===== src/sv/ptb_pkg.sv =====
`timescale 1ns / 1ps
`default_nettype none
package ptb_pkg;

  // Operation codes carried in the func field.
  localparam logic [1:0] FUNC_TICK  = 2'd0;
  localparam logic [1:0] FUNC_START = 2'd1;
  localparam logic [1:0] FUNC_CLOSE = 2'd2;

  // Status codes of a result.
  localparam logic [2:0] ST_OK         = 3'd0;
  localparam logic [2:0] ST_ZERO_PER   = 3'd1;
  localparam logic [2:0] ST_NO_SLOT    = 3'd2;
  localparam logic [2:0] ST_TOO_SHORT  = 3'd3;
  localparam logic [2:0] ST_BAD_TIMER  = 3'd4;

  // Register index of the tick resolution.
  localparam logic [1:0] REG_TICK_RES = 2'd0;
  localparam logic [19:0] TICK_RES_RESET = 20'd10000;

  // At most this many results are emitted by one tick request.
  localparam logic [5:0] MAX_RESULTS = 6'd32;

  // Steps of the shared divider for a period conversion and a fire count.
  localparam logic [5:0] CONV_STEPS = 6'd36;
  localparam logic [5:0] FIRE_STEPS = 6'd8;

  typedef struct packed {
    logic [1:0]  func;
    logic [15:0] elapsed_ticks;
    logic [31:0] period_us;
    logic [15:0] user_tag;
    logic [7:0]  slot_index;
  } in_req_t;

  typedef struct packed {
    logic [2:0]  status;
    logic [4:0]  slot;
    logic [31:0] period_ticks;
    logic        fired;
    logic [7:0]  fire_count;
    logic [15:0] owner_tag;
    logic        last;
  } out_rsp_t;

  typedef enum logic [8:0] {
    S_IDLE  = 9'b000000001,
    S_SCAN  = 9'b000000010,
    S_DIV   = 9'b000000100,
    S_RESP  = 9'b000001000,
    S_TRD   = 9'b000010000,
    S_TCHK  = 9'b000100000,
    S_TDIV  = 9'b001000000,
    S_TFIRE = 9'b010000000,
    S_TEND  = 9'b100000000
  } state_e;

endpackage
`default_nettype wire


===== src/sv/periodic_timer_bank.sv =====
`timescale 1ns / 1ps
`default_nettype none
// Bank of SLOTS periodic timers behind one request channel and one result
// channel. A start request converts its period with a shared restoring
// divider, one quotient bit per cycle. It walks the slots for the lowest free
// one and then divides. With no free slot, the answer comes after the walk
// over all slots. A close request answers without a walk or a divide. A tick
// request walks all slots through the slot memories: it reads and checks each
// slot in use and skips each free slot. Each slot that fires adds a divide for
// its fire count, unless the count saturates, and one result. The block takes
// a new request only when the previous one is done, and results wait in one
// output register.
module periodic_timer_bank #(
  parameter int SLOTS    = 32,
  parameter int TAG_BITS = 16
) (
  input  wire                  clk_i,
  input  wire                  rst_ni,
  input  wire                  in_valid_i,
  output logic                 in_ready_o,
  input  wire ptb_pkg::in_req_t in_req_i,
  output logic                 out_valid_o,
  input  wire                  out_ready_i,
  output ptb_pkg::out_rsp_t    out_rsp_o,
  input  wire                  psel,
  input  wire                  penable,
  input  wire                  pwrite,
  input  wire  [1:0]           paddr,
  input  wire  [31:0]          pwdata,
  output logic [31:0]          prdata,
  output logic                 pready
);

  localparam int IW = (SLOTS > 1) ? $clog2(SLOTS) : 1;
  localparam logic [IW-1:0] LAST_IDX = IW'(SLOTS - 1);
  localparam logic [8:0] SLOTS_9 = 9'(SLOTS);
  localparam logic [1:0] REG_TICK_RES_ADDR = ptb_pkg::REG_TICK_RES;

  // Configuration register.
  logic [19:0] res_q;
  logic        cfg_we;

  assign pready = 1'b1;
  assign cfg_we = psel & penable & pwrite & (paddr == REG_TICK_RES_ADDR);
  assign prdata = 32'(res_q);

  always_ff @(posedge clk_i or negedge rst_ni) begin
    if (!rst_ni) begin
      res_q <= ptb_pkg::TICK_RES_RESET;
    end else if (cfg_we) begin
      res_q <= pwdata[19:0];
    end
  end

  // Control and datapath registers.
  ptb_pkg::state_e   state_q, state_d;
  logic [IW-1:0]     idx_q, idx_d;
  ptb_pkg::in_req_t  req_q, req_d;
  ptb_pkg::out_rsp_t rsp_q, rsp_d;
  logic [SLOTS-1:0]  in_use_q, in_use_d;
  logic              pend_v_q, pend_v_d;
  ptb_pkg::out_rsp_t pend_q, pend_d;
  logic [5:0]        res_cnt_q, res_cnt_d;
  logic [7:0]        fcnt_q, fcnt_d;
  logic              out_valid_q, out_valid_d;
  ptb_pkg::out_rsp_t out_q, out_d;

  // Shared divider registers.
  logic [31:0] rem_q, rem_d;
  logic [35:0] dvd_q, dvd_d;
  logic [31:0] dsr_q, dsr_d;
  logic [5:0]  cnt_q, cnt_d;

  // Slot memories.
  logic [TAG_BITS-1:0] tag_mem [SLOTS];
  logic [31:0]         per_mem [SLOTS];
  logic [31:0]         el_mem  [SLOTS];
  logic [TAG_BITS-1:0] tag_rd_q;
  logic [31:0]         per_rd_q;
  logic [31:0]         el_rd_q;
  logic                mem_we;
  logic                el_we;
  logic [31:0]         el_wdata;
  logic [31:0]         per_wdata;

  // Combinational helpers.
  logic              out_free;
  logic [33:0]       trial;
  logic              div_step;
  logic [35:0]       prod10;
  logic [19:0]       res_eff;
  logic [32:0]       el_sum;
  logic [31:0]       el_sat;
  logic              close_ok;
  logic [7:0]        idx8;
  logic [31:0]       tag32_wr;
  logic [31:0]       tag32_rd;
  logic [TAG_BITS-1:0] tag_wdata;

  assign out_free    = !out_valid_q || out_ready_i;
  assign in_ready_o  = (state_q == ptb_pkg::S_IDLE);
  assign out_valid_o = out_valid_q;
  assign out_rsp_o   = out_q;

  assign idx8      = 8'(idx_q);
  assign tag32_wr  = 32'(req_q.user_tag);
  assign tag_wdata = tag32_wr[TAG_BITS-1:0];
  assign tag32_rd  = 32'(tag_rd_q);
  assign prod10    = ({4'd0, in_req_i.period_us} << 3) + ({4'd0, in_req_i.period_us} << 1);
  assign res_eff   = (res_q == 20'd0) ? 20'd1 : res_q;
  assign el_sum    = {1'b0, el_rd_q} + 33'(req_q.elapsed_ticks);
  assign el_sat    = el_sum[32] ? 32'hFFFF_FFFF : el_sum[31:0];
  assign close_ok  = ({1'b0, in_req_i.slot_index} < SLOTS_9) &&
                     in_use_q[in_req_i.slot_index[IW-1:0]];

  // One restoring divider step: shift in the next dividend bit, subtract.
  assign div_step = ((state_q == ptb_pkg::S_DIV) || (state_q == ptb_pkg::S_TDIV)) &&
                    (cnt_q != 6'd0);
  assign trial    = {1'b0, rem_q, dvd_q[35]} - {2'b00, dsr_q};

  always_comb begin
    state_d     = state_q;
    idx_d       = idx_q;
    req_d       = req_q;
    rsp_d       = rsp_q;
    in_use_d    = in_use_q;
    pend_v_d    = pend_v_q;
    pend_d      = pend_q;
    res_cnt_d   = res_cnt_q;
    fcnt_d      = fcnt_q;
    out_valid_d = out_valid_q;
    out_d       = out_q;
    rem_d       = rem_q;
    dvd_d       = dvd_q;
    dsr_d       = dsr_q;
    cnt_d       = cnt_q;
    mem_we      = 1'b0;
    el_we       = 1'b0;
    el_wdata    = el_sat;
    per_wdata   = 32'd0;

    if (out_valid_q && out_ready_i) begin
      out_valid_d = 1'b0;
    end

    if (div_step) begin
      cnt_d = cnt_q - 6'd1;
      dvd_d = {dvd_q[34:0], !trial[33]};
      rem_d = trial[33] ? {rem_q[30:0], dvd_q[35]} : trial[31:0];
    end

    case (state_q)
      ptb_pkg::S_IDLE: begin
        if (in_valid_i) begin
          req_d = in_req_i;
          rsp_d = '0;
          rsp_d.last = 1'b1;
          idx_d = '0;
          case (in_req_i.func)
            ptb_pkg::FUNC_TICK: begin
              pend_v_d  = 1'b0;
              res_cnt_d = 6'd0;
              state_d   = ptb_pkg::S_TRD;
            end
            ptb_pkg::FUNC_START: begin
              if (in_req_i.period_us == 32'd0) begin
                rsp_d.status = ptb_pkg::ST_ZERO_PER;
                state_d      = ptb_pkg::S_RESP;
              end else begin
                rem_d   = 32'd0;
                dvd_d   = prod10;
                dsr_d   = 32'(res_eff);
                cnt_d   = ptb_pkg::CONV_STEPS;
                state_d = ptb_pkg::S_SCAN;
              end
            end
            ptb_pkg::FUNC_CLOSE: begin
              if (close_ok) begin
                in_use_d[in_req_i.slot_index[IW-1:0]] = 1'b0;
                rsp_d.slot = in_req_i.slot_index[4:0];
              end else begin
                rsp_d.status = ptb_pkg::ST_BAD_TIMER;
              end
              state_d = ptb_pkg::S_RESP;
            end
            default: begin
              state_d = ptb_pkg::S_IDLE;
            end
          endcase
        end
      end

      // Look for the lowest free slot, one slot a cycle.
      ptb_pkg::S_SCAN: begin
        if (!in_use_q[idx_q]) begin
          state_d = ptb_pkg::S_DIV;
        end else if (idx_q == LAST_IDX) begin
          rsp_d.status = ptb_pkg::ST_NO_SLOT;
          cnt_d        = 6'd0;
          state_d      = ptb_pkg::S_RESP;
        end else begin
          idx_d = idx_q + IW'(1);
        end
      end

      // Period conversion; the quotient is complete once the count runs out.
      ptb_pkg::S_DIV: begin
        if (cnt_q == 6'd0) begin
          if (dvd_q == 36'd0) begin
            rsp_d.status = ptb_pkg::ST_TOO_SHORT;
          end else begin
            per_wdata         = (dvd_q[35:32] != 4'd0) ? 32'hFFFF_FFFF : dvd_q[31:0];
            mem_we            = 1'b1;
            el_we             = 1'b1;
            el_wdata          = 32'd0;
            in_use_d[idx_q]   = 1'b1;
            rsp_d.slot        = idx8[4:0];
            rsp_d.period_ticks = per_wdata;
          end
          state_d = ptb_pkg::S_RESP;
        end
      end

      ptb_pkg::S_RESP: begin
        if (out_free) begin
          out_valid_d = 1'b1;
          out_d       = rsp_q;
          state_d     = ptb_pkg::S_IDLE;
        end
      end

      // Issue the slot read, or skip a free slot.
      ptb_pkg::S_TRD: begin
        if (in_use_q[idx_q]) begin
          state_d = ptb_pkg::S_TCHK;
        end else if (idx_q == LAST_IDX) begin
          state_d = ptb_pkg::S_TEND;
        end else begin
          idx_d = idx_q + IW'(1);
        end
      end

      // Add the elapsed ticks and check the slot for expiry.
      ptb_pkg::S_TCHK: begin
        el_we = 1'b1;
        if ((per_rd_q == 32'd0) || (el_sat < per_rd_q)) begin
          if (idx_q == LAST_IDX) begin
            state_d = ptb_pkg::S_TEND;
          end else begin
            idx_d   = idx_q + IW'(1);
            state_d = ptb_pkg::S_TRD;
          end
        end else begin
          el_wdata = 32'd0;
          if (32'(el_sat[31:8]) >= per_rd_q) begin
            fcnt_d  = 8'hFF;
            state_d = ptb_pkg::S_TFIRE;
          end else begin
            rem_d   = 32'(el_sat[31:8]);
            dvd_d   = {el_sat[7:0], 28'd0};
            dsr_d   = per_rd_q;
            cnt_d   = ptb_pkg::FIRE_STEPS;
            state_d = ptb_pkg::S_TDIV;
          end
        end
      end

      ptb_pkg::S_TDIV: begin
        if (cnt_q == 6'd0) begin
          fcnt_d  = dvd_q[7:0];
          state_d = ptb_pkg::S_TFIRE;
        end
      end

      // Hold the newest fire result back so that the final one can carry last.
      ptb_pkg::S_TFIRE: begin
        if ((res_cnt_q >= ptb_pkg::MAX_RESULTS) || !pend_v_q || out_free) begin
          if (res_cnt_q < ptb_pkg::MAX_RESULTS) begin
            if (pend_v_q) begin
              out_valid_d = 1'b1;
              out_d       = pend_q;
            end
            pend_v_d            = 1'b1;
            pend_d              = '0;
            pend_d.status       = ptb_pkg::ST_OK;
            pend_d.slot         = idx8[4:0];
            pend_d.period_ticks = per_rd_q;
            pend_d.fired        = 1'b1;
            pend_d.fire_count   = fcnt_q;
            pend_d.owner_tag    = tag32_rd[15:0];
            res_cnt_d           = res_cnt_q + 6'd1;
          end
          if (idx_q == LAST_IDX) begin
            state_d = ptb_pkg::S_TEND;
          end else begin
            idx_d   = idx_q + IW'(1);
            state_d = ptb_pkg::S_TRD;
          end
        end
      end

      ptb_pkg::S_TEND: begin
        if (!pend_v_q) begin
          state_d = ptb_pkg::S_IDLE;
        end else if (out_free) begin
          out_valid_d = 1'b1;
          out_d       = pend_q;
          out_d.last  = 1'b1;
          pend_v_d    = 1'b0;
          state_d     = ptb_pkg::S_IDLE;
        end
      end

      default: begin
        state_d = ptb_pkg::S_IDLE;
      end
    endcase
  end

  // Control state.
  always_ff @(posedge clk_i or negedge rst_ni) begin
    if (!rst_ni) begin
      state_q     <= ptb_pkg::S_IDLE;
      in_use_q    <= '0;
      pend_v_q    <= 1'b0;
      out_valid_q <= 1'b0;
      cnt_q       <= 6'd0;
      res_cnt_q   <= 6'd0;
      idx_q       <= '0;
    end else begin
      state_q     <= state_d;
      in_use_q    <= in_use_d;
      pend_v_q    <= pend_v_d;
      out_valid_q <= out_valid_d;
      cnt_q       <= cnt_d;
      res_cnt_q   <= res_cnt_d;
      idx_q       <= idx_d;
    end
  end

  // Payload registers.
  always_ff @(posedge clk_i) begin
    req_q  <= req_d;
    rsp_q  <= rsp_d;
    pend_q <= pend_d;
    fcnt_q <= fcnt_d;
    out_q  <= out_d;
    rem_q  <= rem_d;
    dvd_q  <= dvd_d;
    dsr_q  <= dsr_d;
  end

  // Slot memories: one write and one registered read per cycle.
  always_ff @(posedge clk_i) begin
    if (mem_we) begin
      tag_mem[idx_q] <= tag_wdata;
      per_mem[idx_q] <= per_wdata;
    end
    if (el_we) begin
      el_mem[idx_q] <= el_wdata;
    end
    tag_rd_q <= tag_mem[idx_q];
    per_rd_q <= per_mem[idx_q];
    el_rd_q  <= el_mem[idx_q];
  end

  // A fired result always reports success and a nonzero count.
  assert property (@(posedge clk_i) disable iff (!rst_ni)
    (out_valid_o && out_rsp_o.fired) |->
      (out_rsp_o.status == ptb_pkg::ST_OK && out_rsp_o.fire_count != 8'd0))
    else $error("fired result with bad status or count");

  // The divider count is nonzero only in its own states and during the slot scan.
  assert property (@(posedge clk_i) disable iff (!rst_ni)
    (cnt_q != 6'd0) |->
      (state_q == ptb_pkg::S_DIV || state_q == ptb_pkg::S_TDIV ||
       state_q == ptb_pkg::S_SCAN))
    else $error("divider busy outside a divide");

  // A tick never emits more than the result cap.
  assert property (@(posedge clk_i) disable iff (!rst_ni)
    res_cnt_q <= ptb_pkg::MAX_RESULTS)
    else $error("too many tick results");

  // A held fire result exists only while a tick is in progress.
  assert property (@(posedge clk_i) disable iff (!rst_ni)
    pend_v_q |-> (state_q != ptb_pkg::S_IDLE))
    else $error("pending fire result left behind");

endmodule
`default_nettype wire

===== config.mk =====
export PLATFORM = sky130hd
export DESIGN_NAME = periodic_timer_bank
export DESIGN_NICKNAME = d
export VERILOG_FILES = /design/src/sv/ptb_pkg.sv /design/src/sv/periodic_timer_bank.sv
export SDC_FILE = /design/constraint.sdc
export NUM_CORES = 2
export LEC_CHECK = 0
export ABC_CLOCK_PERIOD_IN_PS = 6400
export BUFFER_PORTS_ARGS = -buffer_cell sky130_fd_sc_hd__buf_2
export CAP_MARGIN = 20
export CORE_MARGIN = 2
export CORE_UTILIZATION = 30
export DETAILED_ROUTE_END_ITERATION = 8
export GPL_TIMING_DRIVEN = 0
export HOLD_SLACK_MARGIN = 0.06
export PLACE_DENSITY = 0.48
export SKIP_LAST_GASP = 1
export SLEW_MARGIN = 10
export SYNTH_ARGS = -nofsm -noshare
export SYNTH_HDL_FRONTEND = slang
export SYNTH_SLANG_ARGS = --single-unit

===== constraint.sdc =====
create_clock -name clk_i -period 6.4 [get_ports clk_i]
set_input_delay 0.32 -clock clk_i [delete_from_list [all_inputs] [get_ports clk_i]]
set_output_delay 0.32 -clock clk_i [all_outputs]
set_load 0.03 [all_outputs]

# Word-level counts from Yosys, hierarchy flattened
# Memories as Yosys holds them, arrays and structs flattened. A register that Yosys moved wholly into a read port is not among the register bits.
# Cells that the tools add are included.
# totals
output_inout_bits	101
inputBits	115
ff_bits	387
mem_bits_rw	2560
word_cells	259
memories	3
# op_classes
mux	128
n_reduce_logical	42
n_lt_le_gt_ge	9
add_sub_neg	6
n_bitwise	6
eq_ne	37
# memory_table
name	depth	width	rd	rd_ports_with_merged_regs	wr	line_no	source
el_mem	32	32	1	1	1	periodic_timer_bank.sv:77	logic [31:0] el_mem [SLOTS];
per_mem	32	32	1	1	1	periodic_timer_bank.sv:76	logic [31:0] per_mem [SLOTS];
tag_mem	32	16	1	1	1	periodic_timer_bank.sv:75	logic [TAG_BITS-1:0] tag_mem [SLOTS];
# ops
op	count
32-bit 2-to-1 mux	25
66-bit 2-to-1 mux	7
32-bit one-hot mux with 2 select lines	4
36-bit 2-to-1 mux	6
66-bit one-hot mux with 3 select lines	1
9-bit 2-to-1 mux	12
9-bit one-hot mux with 9 select lines	1
37-bit one-hot mux with 2 select lines	1
6-bit 2-to-1 mux	12
36-bit one-hot mux with 2 select lines	1
32-bit zero test	2
40-bit 2-to-1 mux	1
5-bit 2-to-1 mux	8
37-bit 2-to-1 mux	1
35-bit by 33-bit adder with 36-bit output	1
36-bit zero test	1
33-bit by 32-bit subtractor with 34-bit output	1
32-bit by 16-bit adder with 33-bit output	1
32-bit AND	1
24-bit by 32-bit greater-or-equal comparator with 1-bit output	1
32-bit less-than comparator	1
8-bit 2-to-1 mux	4
2-bit inequality test, second input constant	16
32-bit inverter	1
56 further kinds	118

# Logic depth before layout (Yosys ltp)
# depth
depth_word	10
depth_mapped	23
mapped_depth_nobuf	21

# Worst setup path after synthesis
# Ideal clock, no wire load.
# synth_timing
kind	reg2reg
from	reg state_q[2]
to	reg pend_q[10] in the netlist's numbering, enable pin
setup_ns	0.565
n_path_buf	0
arrival_ns	5.601
path_stages_with_launch	4
t_required_ns	5.835
setup_slack_ns	0.234
synth_period_minus_slack_ns	6.166
cell_sequence	dfrtp_1 nor3_1 nand4_1 nor3_1
# synth_via
elab_chain_cells	2
# synth_rtl
item	line_no	source
start, declared	periodic_timer_bank.sv:56	ptb_pkg::state_e state_q, state_d;
start signal, assigned	periodic_timer_bank.sv:323	state_q <= ptb_pkg::S_IDLE;
start signal, assigned	periodic_timer_bank.sv:331	state_q <= state_d;
9-bit by 8-bit == test with 1-bit output	periodic_timer_bank.sv:152	case (state_q)
3-bit AND reduction (no line)	n/a	
end signal, assigned	periodic_timer_bank.sv:345	pend_q <= pend_d;
end, declared	periodic_timer_bank.sv:62	ptb_pkg::out_rsp_t pend_q, pend_d;
# Every way passes these cells.
# A chain may end at the register's enable or synchronous reset.

# Final worst setup path
# layout_timing
from	reg req_q[56] in the netlist's numbering
to	mem el_mem[16][18], data pin
# layout_via
elab_chain_cells	6
word_cells_on_any_way	8
cone_classes	add/sub: 1; order compare: 1; mux: 5; reduce/logical: 1
# layout_rtl
item	line_no	source
start, declared	periodic_timer_bank.sv:58	ptb_pkg::in_req_t req_q, req_d;
start signal, assigned	periodic_timer_bank.sv:343	req_q <= req_d;
32-bit by 16-bit adder with 33-bit output *	periodic_timer_bank.sv:111	assign el_sum = {1'b0, el_rd_q} + 33'(req_q.elapsed_ticks);
32-bit 2-to-1 mux *	periodic_timer_bank.sv:112	assign el_sat = el_sum[32] ? 32'hFFFF_FFFF : el_sum[31:0];
32-bit less-than comparator	periodic_timer_bank.sv:246	if ((per_rd_q == 32'd0) || (el_sat < per_rd_q)) begin
1-bit logical OR	periodic_timer_bank.sv:246	
32-bit 2-to-1 mux	periodic_timer_bank.sv:246	
32-bit one-hot mux with 2 select lines *	periodic_timer_bank.sv:152	
via el_wdata[18]	periodic_timer_bank.sv:83	logic [31:0] el_wdata;
end, declared	periodic_timer_bank.sv:77	
# Mark *: on every way through the listed nets, which the timed path passes. The rest lies on a longest branch.

==> summary.md <==
| Metric | Value |
|---|---|
| Count of unresolved DRC violations after routing | 0 |
| Final standard cell count with taps included and fillers excluded | 12800 |
| MaxCap Viol Count | 0 |
| Most repeated cell in the gate-level netlist after synthesis | sky130_fd_sc_hd__edfxtp_1 |
| Layout overhead on the synthesized area | 22.9% |
| H-tree depth | 5 |
| GPL Wtd Cong | 0.870 |
| Synthesized netlist cell count | 6295 |
| Worst-path fanout max | 23 |
| Simple-gate share of the synthesized area | 3.94% |
| Dominant combinational cell family by area after synthesis | multiplexers |
| Startpoint types | flop |
| Min Hold Slack | 0.126 ns |
| Library cell contributing the largest single delay on the critical path | sky130_fd_sc_hd__a2111oi_4 |
| Combinational fraction of design power | 18.6% |
| CTS sink cnt | 3027 |
| Avg Inst Size Synth | 19.0 sq um |
| Met2 demand-to-capacity share in global routing | 33.4% |
| Initial standard-cell utilization of the core | 30.1% |
| Part of the cycle the worst path needs | 97.7% |
| Launching element of the worst setup path | req_q[56] |
| PwrDens | 363 nW/um^2 |
| Clock Root Buffer | sky130_fd_sc_hd__clkbuf_16 |
| Net switching power figure | 15.2 mW |
| Parity-gate share of the synthesized area counting xor and xnor cells | 0.550% |
| Arithmetic-cell share of the synthesized area counting full adders, half adders and majority gates | 1.57% |
| Relative max-transition margin | 18.8% |
| Vias in the first global route | 68400 |
| Placement Rows | 231 |
| Overflow after GRT | 0 |
| TritonCTS clock tree | yes |
| Storage cell area | 89000 sq um |
| List of most frequent post-synthesis cells | 2799 x sky130_fd_sc_hd__edfxtp_1, 656 x sky130_fd_sc_hd__mux4_2, 330 x sky130_fd_sc_hd__a22oi_1 |
| Top cells by area in the synthesized netlist | sky130_fd_sc_hd__edfxtp_1 70%, sky130_fd_sc_hd__mux4_2 12%, sky130_fd_sc_hd__dfxtp_1 2.5% |
| Post-detail-place hpwl | 304 mm |
| Multiplexer fraction of the synthesized cell area | 13.0% |
| Hold crit path type | in2reg |
| Cell-internal power | 38.1 mW |
| Number of antenna violations at the first check in global routing | 40 |
| Synthesized-area fraction occupied by ao, oa, aoi and oai cells | 4.94% |
| Count of nets after finishing | 7579 |
| Share of async-settable or async-resettable flops after synthesis | 2.64% |
| Worst-Skew Late Latency | 0.96 ns |
| Total core area | 396000 sq um |
| Die area | 403000 sq um |
| Worst Path Arrival | 6.87 ns |
| Sequential cell fraction of total power | 45.7% |
| Met3 Use GR | 4.08% |
| Number of distinct library cells after synthesis | 90 |
| Startpoint of the lowest-slack hold path | penable |
| Via density | 5.42 |
| Bufs and invs on worst path | 4 |
| Port-buffer cells | 190 |
| IO Pins | 216 |
| Number of warnings reported in the yosys synthesis log | 0 |
| Fraction of power consumed by the clock network | 35.8% |
| Average wire per standard cell | 33.4 um |
| Wire length of the first global-routing pass | 581 mm |
| Number of placed instances, taps included | 12100 |
| Final-layout fill cell count | 36400 |
| Number of clock buffers inserted by TritonCTS | 330 |
| Worst Clk Skew | 0.0938 ns |
| Clock Pin Slew Worst Setup and Hold Paths | 0.06 ns |
| Die span in y | 635 um |
| Crit path kind | reg2reg |
| Time the worst path needs with I/O delays and setup | 6.25 ns |
| Maximum single-stage delay on the critical path | 0.48 ns |
| CP cell instances | ha_1 -> fa_1 -> a211oi_2 -> o211ai_1 -> a31oi_4 -> a21oi_4 -> and3_1 -> nand3_1 -> xor2_1 -> and2_2 -> inv_1 -> ha_1 -> nand4_1 -> nor4_4 -> nand3_4 -> a2111oi_4 -> o31ai_4 -> a21oi_4 -> buf_12 -> buf_12 -> nor2_2 -> buf_8 |
| Count of endpoints failing hold in the final timing report | 0 |
| Cell type group with the largest total delay on the critical path | compound AO/OA/AOI/OAI gates |
| Share of the yosys chip area belonging to registers | 74.5% |
| Worst Max-Slew Pin Slew | 1.22 ns |
| Post-synth EDFFs | 2799 |
| 1st-iter DRT viols | 9029 |
| Routed wire length | 429 mm |
| Outcome | finished, final reports clean |
| Count of vias placed by the detailed router | 69600 |
| Number of endpoints failing setup at the final stage | 0 |
| Predominant post-synthesis flop cell | sky130_fd_sc_hd__edfxtp_1 |
| Total Routing Usage GR | 20.7% |
| Switching Fraction | 28.5% |
| Routed Antenna Nets | 0 |
| Global routing's busiest layer | met2 |
| Share of the synthesized area in the top cell type | 70.4% |
| Critical R2R Launch | req_q[56] |
| Number of synthesized register bits | 3027 |
| Pin count of the biggest net entering global routing | 42 |
| Capturing element type of the critical path | flop |
| Final Max Tran Viols | 0 |
| Routing usage on met1 | 28.3% |
| Maximum achievable frequency | 0.160 GHz |
| Critical Path RT | 7.02 ns |
| First-pass iteration count of the detailed router | 5 |
| Multi-input gate area | 29700 sq um |
| Worst voltage drop across the vdd grid | 0.000230 V |
| Largest area contributor in the synthesized netlist | sky130_fd_sc_hd__edfxtp_1 |
| Maximum root-to-sink buffer count | 4 |
| Summed instance area of the synthesized netlist | 119000 sq um |
| Die span in x | 635 um |
| Pleak | 46.2 nW |
| Fraction of final layout cells sized beyond drive strength 1 | 26.8% |
sequential cells by signal (all words and copies together) (netlist names), 36 cells and up:
register,cells
dvd_q,36
el_mem,1024
out_rsp_o,66
pend_q,61
per_mem,1024
rsp_q,40
tag_mem,512
final cells by class:
cell class | instances | area share, %
flip-flops and latches | 3027 | 60.6
multi-input cells | 2823 | 20.3
clock buffers | 438 | 6.16
repair buffers | 676 | 5.97
well taps | 5242 | 4.47
clock inverters | 163 | 1.12
plain buffers | 327 | 1.01
inverters | 131 | 0.337
diodes | 20 | 0.0341
routing by layer:
metal / wire [um] / vias to the layer above
met5: 17 / -
met4: 13500 / 2
met3: 36600 / 535
met2: 202000 / 3385
met1: 177000 / 37700
li1: - / 27900
worst paths after layout:
check	end	slack, ns	depth (start not counted)
max in group asynchronous	state_q[0]	5.53	4
max	el_mem[16][18]	0.15	22
max reg2reg	el_mem[16][18]	0.15	22
min	res_q[19]	0.13	4
min in group asynchronous	res_q[13]	0.53	3
min reg2reg	pend_q[1]	0.38	0
worst register-to-register path, stage by stage, from the launching register on:
cell and delay, ns:
sky130_fd_sc_hd__edfxtp_1 0.38, sky130_fd_sc_hd__ha_1 0.23, sky130_fd_sc_hd__fa_1 0.44, sky130_fd_sc_hd__a211oi_2 0.30
sky130_fd_sc_hd__o211ai_1 0.27, sky130_fd_sc_hd__a31oi_4 0.29, sky130_fd_sc_hd__a21oi_4 0.19, sky130_fd_sc_hd__and3_1 0.27
sky130_fd_sc_hd__nand3_1 0.10, sky130_fd_sc_hd__xor2_1 0.15, sky130_fd_sc_hd__and2_2 0.44, sky130_fd_sc_hd__inv_1 0.17
sky130_fd_sc_hd__ha_1 0.32, sky130_fd_sc_hd__nand4_1 0.19, sky130_fd_sc_hd__nor4_4 0.34, sky130_fd_sc_hd__nand3_4 0.18
sky130_fd_sc_hd__a2111oi_4 0.48, sky130_fd_sc_hd__o31ai_4 0.22, sky130_fd_sc_hd__a21oi_4 0.21, sky130_fd_sc_hd__buf_12 0.18
sky130_fd_sc_hd__buf_12 0.25, sky130_fd_sc_hd__nor2_2 0.15, sky130_fd_sc_hd__buf_8 0.22
cells by family (layout without fill, tap and decap cells):
family / after synthesis / in the layout
compound gates: 861 / 862
xor+xnor: 75 / 75
fa+ha+maj: 148 / 148
buf+inv: 458 / 1735
flops: 3027 / 3027
mux: 723 / 723
other cells: 2 / 33
simple gates: 1001 / 1002
through the flow:
| stage | worst slack [ns] | instance area, sq um | setup TNS (ns) | util (%) | power, mW |
|---|---|---|---|---|---|
| after global placement | -7.14 | 127000 | - | 32.1 | 33.3 |
| final | 0.147 | 147000 | 0 | 37.0 | 53.3 |
| after floorplan | 0.234 | 119000 | 0 | - | 29.7 |
| after detailed placement | -3.00 | 134000 | -3133.07 | 33.8 | 34.1 |
| after global routing | -0.00119 | 147000 | -0.00119 | 37.0 | 55.1 |
| after CTS | 0.000766 | 146000 | 0 | 36.9 | 53.4 |
power by group through the flow:
stage / clock network (mW) / registers (mW) / logic, mW
final: 19.1 / 24.3 / 9.89
after global routing: 20.1 / 24.4 / 10.5
after CTS: 19.4 / 24.4 / 9.67
after detailed placement: 0 / 24.8 / 9.35
after global placement: 0 / 24.9 / 8.39
after floorplan: 0 / 24.6 / 5.08
cell usage in the layout (no fill, tap or decap), types with 31 or more instances in the layout:
master and n:
sky130_fd_sc_hd__nand2_1 290, sky130_fd_sc_hd__clkbuf_16 342, sky130_fd_sc_hd__buf_2 223, sky130_fd_sc_hd__mux4_2 656, sky130_fd_sc_hd__mux2i_1 39, sky130_fd_sc_hd__clkinv_2 50
sky130_fd_sc_hd__nand3_1 48, sky130_fd_sc_hd__ha_1 145, sky130_fd_sc_hd__dfrtp_1 74, sky130_fd_sc_hd__buf_1 53, sky130_fd_sc_hd__and2_1 35, sky130_fd_sc_hd__buf_4 46
sky130_fd_sc_hd__inv_1 128, sky130_fd_sc_hd__nor2_4 82, sky130_fd_sc_hd__a22oi_1 330, sky130_fd_sc_hd__xnor2_1 42, sky130_fd_sc_hd__clkinv_1 55, sky130_fd_sc_hd__nor4_1 33
sky130_fd_sc_hd__buf_16 67, sky130_fd_sc_hd__a31oi_1 37, sky130_fd_sc_hd__nor2_1 191, sky130_fd_sc_hd__a21o_1 31, sky130_fd_sc_hd__nor3_1 32, sky130_fd_sc_hd__nor2_2 52
sky130_fd_sc_hd__buf_6 59, sky130_fd_sc_hd__dfxtp_1 148, sky130_fd_sc_hd__nand4_1 107, sky130_fd_sc_hd__buf_12 134, sky130_fd_sc_hd__buf_8 86, sky130_fd_sc_hd__clkbuf_2 55
sky130_fd_sc_hd__xor2_1 31, sky130_fd_sc_hd__dlygate4sd3_1 111, sky130_fd_sc_hd__clkbuf_1 243, sky130_fd_sc_hd__o21ai_0 99, sky130_fd_sc_hd__edfxtp_1 2799, sky130_fd_sc_hd__a21oi_1 124
sky130_fd_sc_hd__o22ai_1 37
what timing repair did:
item / in CTS / in global routing
endpoints found under the setup margin: 1147 / 972
hold buffers: 112 / 0
hold endpoints to repair: 213 / 0
pin swaps: 11 / 10
gates cloned: 1 / 1
resized for setup: 60 / 23
setup buffers: 6 / 8
No activity file was read; power rests on OpenSTA's default activity.
